**src/rtl/core/sprite_pixel_shader_core_assert.svh**
```systemverilog
// Assertion macros for the sprite pixel shader core.
// Included by files that carry concurrent assertions; no other dependency.
`ifndef SPRITE_PIXEL_SHADER_CORE_ASSERT_SVH
`define SPRITE_PIXEL_SHADER_CORE_ASSERT_SVH

// Property checked every clock, off while in reset.
`define SPSC_ASSERT(lbl, clk, rst, prop, msg) \
   lbl: assert property (@(posedge clk) disable iff (rst) (prop)) else $error(msg);

// Implication into the next cycle.
`define SPSC_ASSERT_NEXT(lbl, clk, rst, pre, post, msg) \
   lbl: assert property (@(posedge clk) disable iff (rst) (pre) |=> (post)) else $error(msg);

`endif

```
**src/rtl/core/spsc_pkg.sv**
```systemverilog
// Shared types and constants of the sprite pixel shader core.
// No dependencies.
package spsc_pkg;

   localparam int SCREEN_W   = 1024;
   localparam int SCREEN_H   = 768;
   localparam int TEX_W_LOG  = 6;   // TEX_W = 64
   localparam int TEX_H_LOG  = 6;   // TEX_H = 64
   localparam int TEX_ADDR_W = 12;
   localparam int DEPTH_AW   = 10;
   localparam int NUM_W      = 19;  // signed texture-map numerators
   localparam int QDEPTH     = 4;
   localparam int QPTR_W     = 2;
   localparam int QCNT_W     = 3;
   localparam int CSR_IDX_W  = 3;
   localparam int CSR_DATA_W = 32;

   typedef enum logic [1:0] {
      OP_TEXEL = 2'd0,
      OP_DEPTH = 2'd1,
      OP_SHADE = 2'd2
   } op_type;

   typedef enum logic [CSR_IDX_W-1:0] {
      CSR_BOX_START_X = 3'd0,
      CSR_BOX_END_X   = 3'd1,
      CSR_BOX_START_Y = 3'd2,
      CSR_BOX_END_Y   = 3'd3,
      CSR_SIZE        = 3'd4,
      CSR_CENTER_X    = 3'd5,
      CSR_DEPTH       = 3'd6
   } csr_idx_type;

   typedef struct packed {
      logic signed [12:0] box_start_x;
      logic signed [12:0] box_end_x;
      logic signed [12:0] box_start_y;
      logic signed [12:0] box_end_y;
      logic        [15:0] sprite_size;
      logic signed [16:0] screen_center_x;
      logic signed [31:0] sprite_depth;
   } cfg_type;

   typedef struct packed {
      logic                    is_tex_wr;
      logic [9:0]              x;
      logic [9:0]              y;
      logic                    pass;
      logic signed [NUM_W-1:0] a;
      logic signed [NUM_W-1:0] b;
      logic [TEX_ADDR_W-1:0]   idx;
      logic [23:0]             rgb;
   } que_entry_type;

   typedef struct packed {
      logic          push;
      que_entry_type data;
   } que_push_type;

   typedef struct packed {
      logic              not_empty;
      logic [QCNT_W-1:0] count;
   } que_stat_type;

endpackage

```
**src/rtl/core/spsc_queue.sv**
```systemverilog
// Short register queue between front and back end.
// Uses spsc_pkg types.
module spsc_queue (
   input  logic                   clock,
   input  logic                   reset,
   input  spsc_pkg::que_push_type q_push,
   input  logic                   pop,
   output spsc_pkg::que_entry_type head,
   output spsc_pkg::que_stat_type q_stat
);
   spsc_pkg::que_entry_type   slot_ff [spsc_pkg::QDEPTH];
   logic [spsc_pkg::QPTR_W-1:0] wr_ptr_ff, rd_ptr_ff;
   logic [spsc_pkg::QCNT_W-1:0] count_ff;

   always_ff @(posedge clock) begin
      if (reset) begin
         wr_ptr_ff <= '0;
         rd_ptr_ff <= '0;
         count_ff  <= '0;
      end else begin
         if (q_push.push) wr_ptr_ff <= wr_ptr_ff + 1'b1;
         if (pop)         rd_ptr_ff <= rd_ptr_ff + 1'b1;
         count_ff <= count_ff + spsc_pkg::QCNT_W'(q_push.push)
                              - spsc_pkg::QCNT_W'(pop);
      end
   end

   always_ff @(posedge clock) begin
      if (q_push.push) slot_ff[wr_ptr_ff] <= q_push.data;
   end

   assign head             = slot_ff[rd_ptr_ff];
   assign q_stat.count     = count_ff;
   assign q_stat.not_empty = (count_ff != '0);
endmodule

```
**config.mk**
```make
export PLATFORM = sky130hd
export DESIGN_NAME = spsc_queue
export DESIGN_NICKNAME = d
export VERILOG_FILES = /design/src/rtl/core/sprite_pixel_shader_core_assert.svh /design/src/rtl/core/spsc_pkg.sv /design/src/rtl/core/spsc_queue.sv
export SDC_FILE = /design/constraint.sdc
export NUM_CORES = 1
export LEC_CHECK = 0
export BUFFER_PORTS_ARGS = -buffer_cell sky130_fd_sc_hd__buf_4
export CORE_ASPECT_RATIO = 0.75
export CORE_MARGIN = 4
export CORE_UTILIZATION = 29
export CTS_BUF_LIST = sky130_fd_sc_hd__clkbuf_8 sky130_fd_sc_hd__clkbuf_16
export CTS_CLUSTER_DIAMETER = 40
export DETAILED_ROUTE_END_ITERATION = 8
export PLACE_DENSITY = 0.48
export SLEW_MARGIN = 40
export SYNTH_ARGS = -nofsm -noshare
export SYNTH_HDL_FRONTEND = slang
export SYNTH_SLANG_ARGS = --single-unit
```
**constraint.sdc**
```tcl
create_clock -name clock -period 4.9 [get_ports clock]
set_clock_uncertainty 0.1 [all_clocks]
set_input_delay 0.245 -clock clock [delete_from_list [all_inputs] [get_ports clock]]
set_output_delay 0.245 -clock clock [all_outputs]
set_load 0.02 [all_outputs]
```
# Yosys cells after proc, flatten, opt, wreduce, memory -nomap -nowiden
# Memory sizes are Yosys's and may differ from the RTL's. A register that Yosys moved wholly into a read port is not among the register bits.
# Index checks and enable logic that the tools add are counted.
[totals]
n_memories = 1
regBits = 7
out_inout_bits = 100
inputBits = 100
mem_bits_rw = 384
[classes]
addsub = 4
muxes = 4
reduce_logical = 1
[mem_list]
columns = ["name", "depth", "word_bits", "read_ports", "rd_clocked_by_memory_dff", "wr", "line", "rtl"]
rows = [
  ["slot_ff", 4, 96, 1, 1, 1, "spsc_queue.sv:11", "spsc_pkg::que_entry_type slot_ff [spsc_pkg::QDEPTH];"],
]
[ops]
columns = ["operator", "n"]
rows = [
  ["2-bit by 1-bit adder with 2-bit output (second input constant)", 2],
  ["2-bit two-way mux", 2],
  ["3-bit by 1-bit adder with 3-bit output", 1],
  ["3-bit nonzero test", 1],
  ["3-bit by 1-bit subtractor with 3-bit output", 1],
  ["1-bit two-way mux", 2],
]

# Depth between registers and ports, before layout
[depth]
word_depth = 3
depth_mapped = 7
ltp_nobuf = 7

# Worst setup path before layout
# OpenSTA, ideal clock, no wires.
[synth_timing]
path_kind = "register to register"
from = "register wr_ptr_ff[0] in the netlist's numbering"
to = "memory slot_ff[0][0] in the netlist's numbering, enable pin"
setup_time_ns = 0.465
synth_period_minus_slack_ns = 3.329
arrival_ns = 2.764
required_ns = 4.335
stages_incl_launch_ff = 4
path_slack_ns = 1.571
path_cell_list = "dfxtp_1 -> inv_1 -> ha_1 -> and2_1"
[synth_lines]
columns = ["element", "line", "rtl"]
rows = [
  ["start, declared", "spsc_queue.sv:12", "logic [spsc_pkg::QPTR_W-1:0] wr_ptr_ff, rd_ptr_ff;"],
  ["start signal, assigned", "spsc_queue.sv:21", "if (q_push.push) wr_ptr_ff <= wr_ptr_ff + 1'b1;"],
  ["end, declared", "spsc_queue.sv:11", ""],
]
# Straight into the memory's write port.

==> metrics.md <==
| Metric | Value |
|---|---|
| Slew Limit Fails | 0 |
| Post-synthesis cell area | 14,300 um^2 |
| Num CTS Buffers | 53 |
| Area contributors post-synth | edfxtp_1 (81%), mux4_2 (15%), dfxtp_1 (1.3%) |
| GRT Overall Usage | 11.4% |
| Seq/Total Area, Yosys | 82.0% |
| Clock Power Share | 43.4% |
| Reg-to-reg slack, setup | 2.77 ns |
| Slowest stage cell on the critical path | dfxtp_4 |
| Nets | 998 |
| DRC Markers | 0 |
| Largest net degree at the start of global routing | 56 |
| Static Leak | 6.62 nW |
| CTS root buf | clkbuf_16 |
| GP Congestion | 0.661 |
| Boundary pin count | 200 |
| Hold_sp | q_push[69] |
| Syn nets | 650 |
| Worst setup path class | register to primary output |
| Status | finished, final reports clean |
| Crit-path cells | buf_12, mux4_2, buf_4 |
| Post-CTS resize count | 0 |
| Max rail drop VDD | 0.000255 V |
| Area leader, netlist | edfxtp_1 |
| H-tree Lvls | 2 |
| Worst Path Buf+Inv | 2 |
| Hold depth | 2 |
| Initial Util | 29.3% |
| Pwr dens | 445 nW/um^2 |
| Drt pass-1 iters | 6 |
| R2R depth | 4 |
| Sequential Power Share | 45.4% |
| Placement Setup Slack | 2.35 ns |
| Die width | 264 um |
| Cell Int Power | 6.61 mW |
| Post-CTS setup buffer count | 0 |
| Critical path capture point type | primary output |
| Min Clock Period, post-route | 3.02 ns |
| 1st-iter DRT viols | 356 |
| Die H | 200 um |
| # rows | 70 |
| Die area | 52,900 um^2 |
| Final wirelength | 30.4 mm |
| Post-CTS Hold Buffers | 100 |
| Crit path required time | 4.55 ns |
| RSZ-0062 raised after global routing | false |
| Final worst setup slack | 1.88 ns |
| Worst hold path class | input pin to register |
| Detailed-route vias per instance | 4.28 |
| Setup TNS | 0 ns |
| Initial antenna violation count | 3 |
| Switching share of power | 23.6% |
| Syn. warnings | 0 |
| DP HPWL | 18.3 mm |
| Max Fclk | 332 MHz |
| CP Max Fanout | 45 |
| Crit path max-delay family | flip-flops |
| Max Cap Violations | 0 |
| Final ANT Viol Nets | 0 |
| Worst Hold Path EP | slot_ff[3][69] |
| Seq cells post-synth | 393 |
| Tcrit/Tclk final | 61.6% |
| Reg2reg end | slot_ff[3][4] |
| Power share of the combinational group | 11.2% |
| Placed Cells | 1,384 |
| Share of the synthesized area in the top cell type | 80.8% |
| Vias | 6,782 |
| Final setup fails | 0 |
| Max Root-Sink Buffers | 3 |
| Core ar. | 48,700 um^2 |
| Worst EP arrival | 2.67 ns |
| Number of port buffers | 199 |
| Post-Layout Cell Count | 1,584 |
| Crit start category | register |
| Clk Latency, worst-skew pair | 0.56 ns |
| DR WL/cell | 19.2 um |
| Library cells used by synthesis | 20 |
| First-pass GRT wire length | 46.9 mm |
| CTS tree | done |
| Reg2reg start | wr_ptr_ff[0] |
| Worst slew pin tran | 0.739 ns |
| Hold Vio Cnt, Final | 0 |
| Clk slew on worst S/H paths | 0.06 ns |
| Layout cell share with drive strength beyond 1 | 43.2% |
| Slew HR | 50.7% |
| Filler instances | 4,408 |
| Net switching power figure | 2.04 mW |
| Pwr Total | 8.65 mW |
| Per-instance average area after synthesis | 26.3 um^2 |
| Critical Path Max Stage Delay | 0.81 ns |
| Sink Count | 393 |
| Grt ovf | 0 |
| Post-Syn Instances | 543 |
| Vias in the first global route | 7,624 |
| Area Growth Syn to Fin | 36.1% |
==> kinds of logic after synthesis <==
kind of cell | count (synthesis) | synth area share (%)
DFF | 393 | 82.0
muxes | 97 | 15.2
buffers and inverters | 28 | 1.21
and+or+nand+nor | 13 | 0.491
adders and majority gates | 7 | 0.666
xor gates and xnor gates | 3 | 0.289
AOI/OAI and AO/OA | 2 | 0.105
==> worst max path at each step <==
stage                            start             to  cells after the start  slack [ns]
after global placement        register       head[34]                      3        2.36
final                         register       head[50]                      3        1.88
after global routing          register       head[71]                      3        1.61
after detailed placement      register       head[71]                      3        2.35
after CTS                     register       head[71]                      3        1.71
after floorplan           wr_ptr_ff[0]  slot_ff[0][0]                      3        1.57
==> cell type report <==
cell class | instances | area (um^2) | share of cell area [%]
diodes | 1 | 2.50 | 0.0129
clock inverters | 42 | 367 | 1.89
flip-flops and latches | 393 | 11700 | 60.3
inverters | 6 | 22.5 | 0.116
multi-input cells | 122 | 2400 | 12.4
repair buffers | 315 | 2710 | 13.9
clock buffers | 57 | 1400 | 7.22
well taps | 648 | 811 | 4.17
==> power groups by stage <==
stage / registers, mW / clock network [mW] / logic [mW]
2_1_floorplan: 3.98 / 0 / 0.520
3_3_place_gp: 4.01 / 0 / 0.905
3_5_place_dp: 4.00 / 0 / 0.927
4_1_cts: 3.93 / 3.88 / 0.997
5_1_grt: 3.94 / 4.04 / 1.04
6_report: 3.93 / 3.75 / 0.967
==> flip-flops by register name (all words and copies together), names as in the netlist, named ones only <==
signal / flops
rd_ptr_ff: 2
slot_ff: 384
count_ff: 3
wr_ptr_ff: 2
==> worst reg2reg max path: stages, from the launching register on <==
cell     delay (ns)
dfxtp_1        0.39
ha_1           0.17
and2_4         0.47
buf_12         0.28
buf_4          0.39
==> synthesized netlist by cell type, drive strengths merged <==
library cell and number:
nor2b 2, xnor2 2, nand3b 1, fa 1, nor2 5, a21bo 1, mux2i 1, dfxtp 9
and2 4, ha 6, edfxtp 384, a21oi 1, inv 6, or3 1, mux4 96, xor3 1
buf 17, clkbuf 5
==> cells in the final DEF (no fill, tap or decap), types with 3 or more instances in the layout <==
cell type	instances
nor2_1	5
mux4_2	96
dlygate4sd3_1	100
inv_1	10
dfxtp_1	7
bufinv_16	3
buf_4	208
clkinv_1	9
clkbuf_16	55
inv_8	6
ha_1	6
clkinv_4	3
buf_12	6
inv_6	9
edfxtp_1	384
clkinvlp_4	6
and2_4	4
==> routing by layer <==
layer | GRT usage [%] | vias up | wire, um
met2 | 18.3 | 178 | 14300
met3 | 3.79 | 59 | 2050
li1 | - | 3058 | -
met5 | 0 | - | 20
met1 | 15.0 | 3483 | 13300
met4 | 3.32 | 4 | 612
==> per-stage QoR <==
step | hold WS, ns | instance area [um^2] | util [%]
2_1_floorplan | 0.217 | 14300 | -
4_1_cts | 0.268 | 19400 | 39.9
3_5_place_dp | 0.349 | 16700 | 34.2
5_1_grt | 0.292 | 19400 | 39.9
6_report | 0.314 | 19400 | 39.9
3_3_place_gp | 0.348 | 16600 | 34.0
Power figures use the tool's default switching activity.
